$ cat config.mk
export PLATFORM = sky130hd
export DESIGN_NAME = pfe_front
export DESIGN_NICKNAME = d
export VERILOG_FILES = /design/src/rtl/pfe_pkg.sv /design/src/rtl/pfe_front.sv
export SDC_FILE = /design/constraint.sdc
export NUM_CORES = 1
export LEC_CHECK = 0
export BUFFER_PORTS_ARGS = -buffer_cell sky130_fd_sc_hd__buf_2
export CAP_MARGIN = 20
export CORE_MARGIN = 10
export CORE_UTILIZATION = 35
export CTS_BUF_LIST = sky130_fd_sc_hd__clkbuf_4 sky130_fd_sc_hd__clkbuf_8 sky130_fd_sc_hd__clkbuf_16
export DETAILED_ROUTE_END_ITERATION = 10
export GPL_ROUTABILITY_DRIVEN = 1
export GPL_TIMING_DRIVEN = 0
export PLACE_DENSITY_LB_ADDON = 0.2
export SLEW_MARGIN = 30
export SYNTH_ARGS = -nofsm -noshare
export SYNTH_HDL_FRONTEND = slang
export SYNTH_SLANG_ARGS = --single-unit
$ cat constraint.sdc
create_clock -name clk_i -period 6.3 [get_ports clk_i]
set_clock_uncertainty 0.2 [all_clocks]
set_input_delay 0.315 -clock clk_i [delete_from_list [all_inputs] [get_ports clk_i]]
set_output_delay 0.315 -clock clk_i [all_outputs]
set_load 0.01 [all_outputs]
$ cat src/rtl/pfe_pkg.sv
package pfe_pkg;

  localparam int unsigned STACK_DEPTH   = 32;
  localparam int unsigned TABLE_COUNT   = 8;
  localparam int unsigned TABLE_ENTRIES = 256;
  localparam int unsigned QUEUE_DEPTH   = 2;

  localparam int unsigned STACK_AW = $clog2(STACK_DEPTH);
  localparam int unsigned CNT_W    = $clog2(STACK_DEPTH + 1);
  localparam int unsigned TBL_AW   = $clog2(TABLE_COUNT * TABLE_ENTRIES);
  localparam int unsigned ENT_AW   = $clog2(TABLE_ENTRIES);
  localparam int unsigned QUEUE_AW = $clog2(QUEUE_DEPTH);
  localparam int unsigned QCNT_W   = $clog2(QUEUE_DEPTH + 1);

  localparam int unsigned DIV_NW = 48;
  localparam int unsigned DIV_DW = 32;
  localparam int unsigned DIV_CW = $clog2(DIV_NW + 1);

  localparam logic signed [31:0] FX_ONE  = 32'sh0001_0000;
  localparam logic signed [31:0] FX_HALF = 32'sh0000_8000;
  localparam logic signed [31:0] FX_ZERO = 32'sh0000_0000;
  localparam logic signed [31:0] FX_MAX  = 32'sh7fff_ffff;
  localparam logic signed [31:0] FX_MIN  = 32'sh8000_0000;

  localparam logic [1:0] CMD_TOKEN = 2'd0;
  localparam logic [1:0] CMD_ENTRY = 2'd1;
  localparam logic [1:0] CMD_DESC  = 2'd2;

  localparam logic [4:0] OP_BAD  = 5'd0;
  localparam logic [4:0] OP_NUM  = 5'd1;
  localparam logic [4:0] OP_TIME = 5'd2;
  localparam logic [4:0] OP_PAR0 = 5'd3;
  localparam logic [4:0] OP_PAR1 = 5'd4;
  localparam logic [4:0] OP_PAR2 = 5'd5;
  localparam logic [4:0] OP_PAR3 = 5'd6;
  localparam logic [4:0] OP_PAR4 = 5'd7;
  localparam logic [4:0] OP_ONE  = 5'd8;
  localparam logic [4:0] OP_HALF = 5'd9;
  localparam logic [4:0] OP_ZERO = 5'd10;
  localparam logic [4:0] OP_NEG  = 5'd11;
  localparam logic [4:0] OP_TBL  = 5'd12;
  localparam logic [4:0] OP_AND  = 5'd13;
  localparam logic [4:0] OP_OR   = 5'd14;
  localparam logic [4:0] OP_GE   = 5'd15;
  localparam logic [4:0] OP_LE   = 5'd16;
  localparam logic [4:0] OP_EQ   = 5'd17;
  localparam logic [4:0] OP_NE   = 5'd18;
  localparam logic [4:0] OP_ADD  = 5'd19;
  localparam logic [4:0] OP_SUB  = 5'd20;
  localparam logic [4:0] OP_DIV  = 5'd21;
  localparam logic [4:0] OP_MOD  = 5'd22;
  localparam logic [4:0] OP_MUL  = 5'd23;
  localparam logic [4:0] OP_LT   = 5'd24;
  localparam logic [4:0] OP_GT   = 5'd25;

  localparam logic [1:0] ST_OK    = 2'd0;
  localparam logic [1:0] ST_BAD   = 2'd1;
  localparam logic [1:0] ST_UNDER = 2'd2;
  localparam logic [1:0] ST_OVER  = 2'd3;

  localparam logic [2:0] REG_FRAME_TIME   = 3'd0;
  localparam logic [2:0] REG_PARAM_SOURCE = 3'd1;
  localparam logic [2:0] REG_LIGHT_RED    = 3'd2;
  localparam logic [2:0] REG_LIGHT_GREEN  = 3'd3;
  localparam logic [2:0] REG_LIGHT_BLUE   = 3'd4;
  localparam logic [2:0] REG_ENTITY_RGBA  = 3'd5;
  localparam logic [2:0] REG_SHADER_TIME  = 3'd6;

  typedef enum logic [2:0] {
    CLS_IGNORE,
    CLS_ENTRY_WR,
    CLS_DESC_WR,
    CLS_BAD,
    CLS_PUSH,
    CLS_UNARY,
    CLS_BINARY
  } cls_e;

  typedef struct packed {
    logic [1:0]         command;
    logic [4:0]         opcode;
    logic signed [31:0] operand;
    logic [2:0]         table_number;
    logic [7:0]         entry_index;
    logic [8:0]         table_length;
    logic               table_clamp;
    logic               table_snap;
    logic signed [31:0] default_value;
    logic               last_token;
  } in_t;

  typedef struct packed {
    logic signed [31:0] result_value;
    logic [1:0]         status;
  } out_t;

  typedef struct packed {
    in_t  item;
    cls_e cls;
  } tok_t;

  typedef struct packed {
    logic signed [31:0] frame_time;
    logic [1:0]         param_source;
    logic signed [31:0] light_red;
    logic signed [31:0] light_green;
    logic signed [31:0] light_blue;
    logic [31:0]        entity_rgba;
    logic signed [31:0] shader_time;
  } cfg_t;

  function automatic logic signed [31:0] sat32(input logic signed [63:0] x);
    logic signed [31:0] r;
    if (x > 64'sh0000_0000_7fff_ffff) begin
      r = FX_MAX;
    end else if (x < -64'sh0000_0000_8000_0000) begin
      r = FX_MIN;
    end else begin
      r = x[31:0];
    end
    return r;
  endfunction

  function automatic logic signed [31:0] neg_sat(input logic signed [31:0] a);
    return (a == FX_MIN) ? FX_MAX : -a;
  endfunction

  // byte * 65536 / 255 rounded: 257 * b plus one for the upper half of the range
  function automatic logic signed [31:0] byte_fx(input logic [7:0] b);
    logic [16:0] v;
    v = {1'b0, b, 8'd0} + {9'd0, b} + {16'd0, b[7]};
    return $signed({15'd0, v});
  endfunction

endpackage

$ cat src/rtl/pfe_front.sv
module pfe_front (
  input  logic            clk_i,
  input  logic            rst_ni,
  input  logic            in_valid_i,
  output logic            in_stall_o,
  input  pfe_pkg::in_t    in_data_i,
  output logic            tok_valid_o,
  input  logic            tok_pop_i,
  output pfe_pkg::tok_t   tok_o
);

  pfe_pkg::tok_t               ent_q [pfe_pkg::QUEUE_DEPTH];
  logic [pfe_pkg::QUEUE_AW-1:0] wr_ptr_q, rd_ptr_q;
  logic [pfe_pkg::QCNT_W-1:0]   cnt_q;
  logic                         push, pop;
  pfe_pkg::cls_e                cls;

  always_comb begin
    case (in_data_i.command)
      pfe_pkg::CMD_ENTRY: cls = pfe_pkg::CLS_ENTRY_WR;
      pfe_pkg::CMD_DESC:  cls = pfe_pkg::CLS_DESC_WR;
      pfe_pkg::CMD_TOKEN: begin
        if (in_data_i.opcode inside {[pfe_pkg::OP_NUM:pfe_pkg::OP_ZERO]}) begin
          cls = pfe_pkg::CLS_PUSH;
        end else if (in_data_i.opcode inside {pfe_pkg::OP_NEG, pfe_pkg::OP_TBL}) begin
          cls = pfe_pkg::CLS_UNARY;
        end else if (in_data_i.opcode inside {[pfe_pkg::OP_AND:pfe_pkg::OP_GT]}) begin
          cls = pfe_pkg::CLS_BINARY;
        end else begin
          cls = pfe_pkg::CLS_BAD;
        end
      end
      default: cls = pfe_pkg::CLS_IGNORE;
    endcase
  end

  assign in_stall_o  = (cnt_q == pfe_pkg::QCNT_W'(pfe_pkg::QUEUE_DEPTH));
  assign push        = in_valid_i && !in_stall_o;
  assign tok_valid_o = (cnt_q != '0);
  assign pop         = tok_pop_i && tok_valid_o;
  assign tok_o       = ent_q[rd_ptr_q];

  always_ff @(posedge clk_i or negedge rst_ni) begin
    if (!rst_ni) begin
      wr_ptr_q <= '0;
      rd_ptr_q <= '0;
      cnt_q    <= '0;
    end else begin
      if (push) begin
        wr_ptr_q <= wr_ptr_q + 1'b1;
      end
      if (pop) begin
        rd_ptr_q <= rd_ptr_q + 1'b1;
      end
      if (push && !pop) begin
        cnt_q <= cnt_q + 1'b1;
      end else if (pop && !push) begin
        cnt_q <= cnt_q - 1'b1;
      end
    end
  end

  always_ff @(posedge clk_i) begin
    if (push) begin
      ent_q[wr_ptr_q] <= '{item: in_data_i, cls: cls};
    end
  end

endmodule

; ---- Word level (Yosys, flattened, before mapping)
; Memories as Yosys holds them, arrays and structs flattened.
; Index checks and enable logic that the tools add are counted.
[op_classes]
addsub = 4
n_lt_le_gt_ge = 4
eq_ne = 5
n_mux = 8
reduce_logical = 13
[ops]
columns = operator, count
row1 = "== test 5 x 4 -> 1 bit, second input constant", 2
row2 = 2-to-1 mux 3 bit, 3
row3 = case mux 3 bit (3 select lines), 1
row4 = logical AND 1 bit, 6
row5 = nonzero test 2 bit, 3
row6 = ">= comparator 5 x 1 -> 1 bit, second input constant", 1
row7 = ">= comparator 5 x 4 -> 1 bit, second input constant", 1
row8 = "less-or-equal comparator 5 x 4 -> 1 bit, second input constant", 1
row9 = "less-or-equal comparator 5 bit, second input constant", 1
row10 = "== test 2 bit, second input constant", 2
row11 = 2-to-1 mux 2 bit, 2
row12 = zero test 1 bit, 3
row13 = "adder 1 bit, second input constant", 2
row14 = "adder 2 x 1 -> 2 bit, second input constant", 1
row15 = "== test 2 x 1 -> 1 bit, second input constant", 1
row16 = zero test 2 bit, 1
row17 = 2-to-1 mux 1 bit, 2
row18 = "subtractor 2 x 1 -> 2 bit, second input constant", 1
[totals]
ff_bits = 4
mem_bits_rw = 194
in_bits = 98
output_inout_bits = 99
wordCells = 38
memories = 1
[mem_list]
columns = name, words, word_bits, read_ports, rd_clocked_by_memory_dff, write_ports, line_no
row1 = ent_q, 2, 97, 1, 0, 1, pfe_front.sv:12  ; pfe_pkg::tok_t ent_q [pfe_pkg::QUEUE_DEPTH];

; ---- Depth between registers and ports, before layout
[depth]
ltp_word = 7
mapped_depth = 7
ltp_nobuf = 7

; ---- Worst setup path before layout
; No wires, ideal clock.
[synth_timing]
path_kind = register to register
from = reg cnt_q[0] (netlist name)
to = mem ent_q[0][0] (netlist name), enable pin
setup_ps = 553
arrival_time_ps = 4662
t_required_ps = 5547
slack_ps = 885
stages_incl_launch_ff = 4
n_path_buf = 0
synth_period_minus_slack_ps = 5415
path_cell_list = dfrtp_1 -> nand2b_1 -> nand2_1 -> nor2_1
[synth_via]
elab_chain_cells = 5
[synth_lines]
columns = element, line_no
row1 = from (decl), pfe_front.sv:14  ; logic [pfe_pkg::QCNT_W-1:0] cnt_q;
row2 = from (signal assigned), pfe_front.sv:56  ; cnt_q <= cnt_q + 1'b1;
row3 = from (signal assigned), pfe_front.sv:58  ; cnt_q <= cnt_q - 1'b1;
row4 = == test 2 bit, pfe_front.sv:37  ; assign in_stall_o = (cnt_q == pfe_pkg::QCNT_W'(pfe_pkg::QUEUE_DEPTH));
row5 = zero test 1 bit, pfe_front.sv:38  ; assign push = in_valid_i && !in_stall_o;
row6 = logical AND 1 bit, pfe_front.sv:38
row7 = 2-to-1 mux 1 bit, pfe_front.sv:64  ; if (push) begin
row8 = 2-to-1 mux 1 bit (not written as such), pfe_front.sv:65  ; ent_q[wr_ptr_q] <= '{item: in_data_i, cls: cls};
row9 = to (decl), pfe_front.sv:12
; No other way between the ends.

==> metrics.md <==
| Metric | Value |
|---|---|
| Outcome | `complete, no violations` |
| Net load switching power | `1.31 mW` |
| Top-count cell post-synth | `edfxtp_1` |
| Net count after synthesis | `432` |
| Mean Syn Cell Area | `approximately 22 µm²` |
| Inserted Clock Buffers | `17` |
| Total GRT Usage | `12.0%` |
| VDD IR max | `0.223 mV` |
| Critical Path, Cell by Cell | `buf_2, buf_4, buf_6, mux2_2, buf_2` |
| Synth Cell Area | `0.00728 mm²` |
| Die Span X | `roughly 160 µm` |
| Starting DRT DRC Count | `144` |
| Fillers | `1702` |
| Synth area leader | `edfxtp_1` |
| Avg WL per Cell | `17.1 µm` |
| Clk Latency, worst-skew pair | `420 ps` |
| Sw Share | `a little under a third` |
| Num rows | `52` |
| Worst path required time | `5780 ps` |
| Slew HR | `59.2%` |
| Die H | `164 µm` |
| Placed cells | `~800` |
| Ratio of cells with drive above 1 in the final layout | `52.4%` |
| Clock network power share | `24.8%` |
| Via/cell ratio | `4.46` |
| Post-CTS resize count | `0` |
| Fmax | `slightly above 0.4 GHz` |
| Cell family with most CP delay | `buffers and inverters` |
| Hold Vio Cnt, Final | `0` |
| Final worst-path cycle share | `38.9%` |
| Post-synth EDFFs | `between 150 and 200` |
| CP max-delay cell | `mux2_2` |
| Share of power burned in registers | `42.7%` |
| Post-route DRC | `0` |
| HP Class | `in -> async` |
| Largest net degree at the start of global routing | `46` |
| Post-Syn Instances | `around 330` |
| Comb pwr share | `32.5%` |
| GPL Wtd Cong | `0.704` |
| Worst Setup SP | `rd_ptr_q` |
| Routed wire length | `16000 µm` |
| Critical path data arrival time | `1930 ps` |
| Final-stage net count | `750` |
| Worst-path clk slew | `70 ps` |
| GRT overflow | `0` |
| CP dominant cell by count | `buf_2` |
| Buffers plus inverters on the worst setup path | `4` |
| R2R Path Start | `cnt_q[0]` |
| Setup TNS | `0 ps` |
| Vias in the first global route | `4726` |
| Antenna cells | `0` |
| First-pass GRT wire length | `24900 µm` |
| Lkg Pwr | `3.91 nW` |
| CP max FO | `10` |
| Worst Max-Slew Pin Slew | `610 ps` |
| Post-synth top area share | `roughly 80%` |
| Yosys reg bits | `approximately 200` |
| Top FF cell, synth | `edfxtp_1` |
| Final setup violation count | `0` |
| Port Buffers | `around 200` |
| Number of standard cells in the layout, taps in and fillers out | `approximately 930` |
| Hold_ws | `37.4 ps` |
| Unrepaired setup endpoints after global routing | `no` |
| HPWL after DPL | `11300 µm` |
| Core footprint | `0.0204 mm²` |
| Via Count | `4167` |
| Initial antenna violation count | `0` |
| P per Cell Area | `421 mW/mm²` |
| Synth warn | `0` |
| Area added between synthesis and finish | `42.2%` |
| Commonest cells in the netlist | `edfxtp_1, mux2_2, buf_2` |
| Register area share after synthesis | `81.4%` |
| Final Slew Violations | `0` |
| Synth unique cells | `24` |
| Root buf cell | `clkbuf_16` |
| Type of the worst setup path | `reg -> out` |
| Critical path startpoint category | `flop` |
| Post-synth ARST share | `slightly above 2%` |
| R2r setup slk | `3940 ps` |
| First-pass iteration count of the detailed router | `6` |
| Full die area | `between 0.02 and 0.03 mm²` |
| P_int | `3.04 mW` |
| Final min period | `2450 ps` |
| Final WS setup | `3850 ps` |
| IO Count | `197` |
| Largest cells by area after synthesis | `edfxtp_1, mux2_2, dfrtp_1, buf_2, xnor2_1` |
| Max-Cap Viols | `0` |
| CP Capture Type | `output pin` |
| Post-route ant nets | `0` |
| Starting Density | `35.7%` |
| H-tree depth | `4` |
| Clock Sinks | `198` |
| Clock Path Buffers | `2` |
| Largest stage delay, worst path | `340 ps` |
| Place WS | `3920 ps` |
| CTS tree | `built` |
worst paths after layout:
kind	endpoint	cells after the start
worst max-delay path	tok_o[56]	5
worst min-delay path	cnt_q[0]	2
worst max register to register	ent_q[0][41]	6
worst min register to register	cnt_q[1]	1
max in group asynchronous	wr_ptr_q	2
min in group clk_i	wr_ptr_q	3
worst reg2reg max path: stages, from the launching register on:
cell and delay [ps]:
dfrtp_1 420, nand2b_1 180, nand2_1 150, nor2_4 500
buf_16 240, buf_16 190, buf_16 180
area by class of cell:
class                   instances  area, µm²  area share (%)
flip-flops and latches        198       5930            57.3
repair buffers                299       2130            20.6
multi-input cells             121       1280            12.4
clock buffers                  18        433            4.18
well taps                     270        338            3.26
clock inverters                14        161            1.56
plain buffers                  11       70.1           0.677
inverters                       3       11.3           0.109
kinds of logic after synthesis:
group	synth area share (%)
compound gates	0.585
xor+xnor	0.602
fa+ha+maj	0.172
buf+inv	1.12
flops	81.4
mux	15.0
simple gates	1.08
flip-flops by register name (all words and copies together), names as in the netlist:
signal    count
wr_ptr_q      1
rd_ptr_q      1
ent_q       194
cnt_q         2
timing repair:
item | 4_1_cts | 5_1_grt
hold endpoints to repair | 193 | 0
setup buffers | 0 | 0
hold buffers | 96 | 0
layout by cell type, fill, tap and decap left out:
cell	count
a31oi_1	1
buf_16	6
bufinv_16	1
ha_1	1
o211ai_1	1
inv_6	2
clkbuf_4	1
buf_6	2
buf_4	1
nand4b_1	1
nand2b_1	1
xor2_1	2
or4_4	1
nor4_1	1
o211a_1	1
or2_2	1
and3_4	1
dfrtp_1	4
mux2_2	97
nand2_1	3
inv_8	5
o41a_1	1
clkinv_8	1
clkinvlp_4	2
edfxtp_1	194
clkinv_4	3
nor2_1	2
buf_12	1
nor2_4	2
o31ai_1	1
clkbuf_16	17
inv_1	3
dlygate4sd3_1	96
buf_2	204
xnor2_1	3
per-layer routing:
metal / up-vias / track usage (%) / routed length (µm)
met4: 0 / 4.26 / 183
met5: - / 0 / 0
met3: 11 / 4.43 / 1360
li1: 1962 / - / -
met2: 143 / 19.9 / 7890
met1: 2051 / 13.9 / 6580
power groups by stage:
| stage | registers (mW) | logic, mW | clock network (mW) |
|---|---|---|---|
| after CTS | 1.86 | 1.46 | 1.12 |
| after global placement | 1.95 | 1.29 | 0 |
| after global routing | 1.88 | 1.55 | 1.17 |
| final | 1.86 | 1.42 | 1.08 |
| after floorplan | 1.91 | 0.798 | 0 |
| after detailed placement | 1.89 | 1.41 | 0 |
stage by stage:
stage	area [µm²]	util, %	total power, mW
after floorplan	7280	-	2.71
after global placement	8600	42.2	3.24
after detailed placement	8790	43.2	3.30
after CTS	10300	50.8	4.44
after global routing	10300	50.8	4.60
final	10300	50.8	4.36
Note: power is estimated with default switching activity, not from simulation.
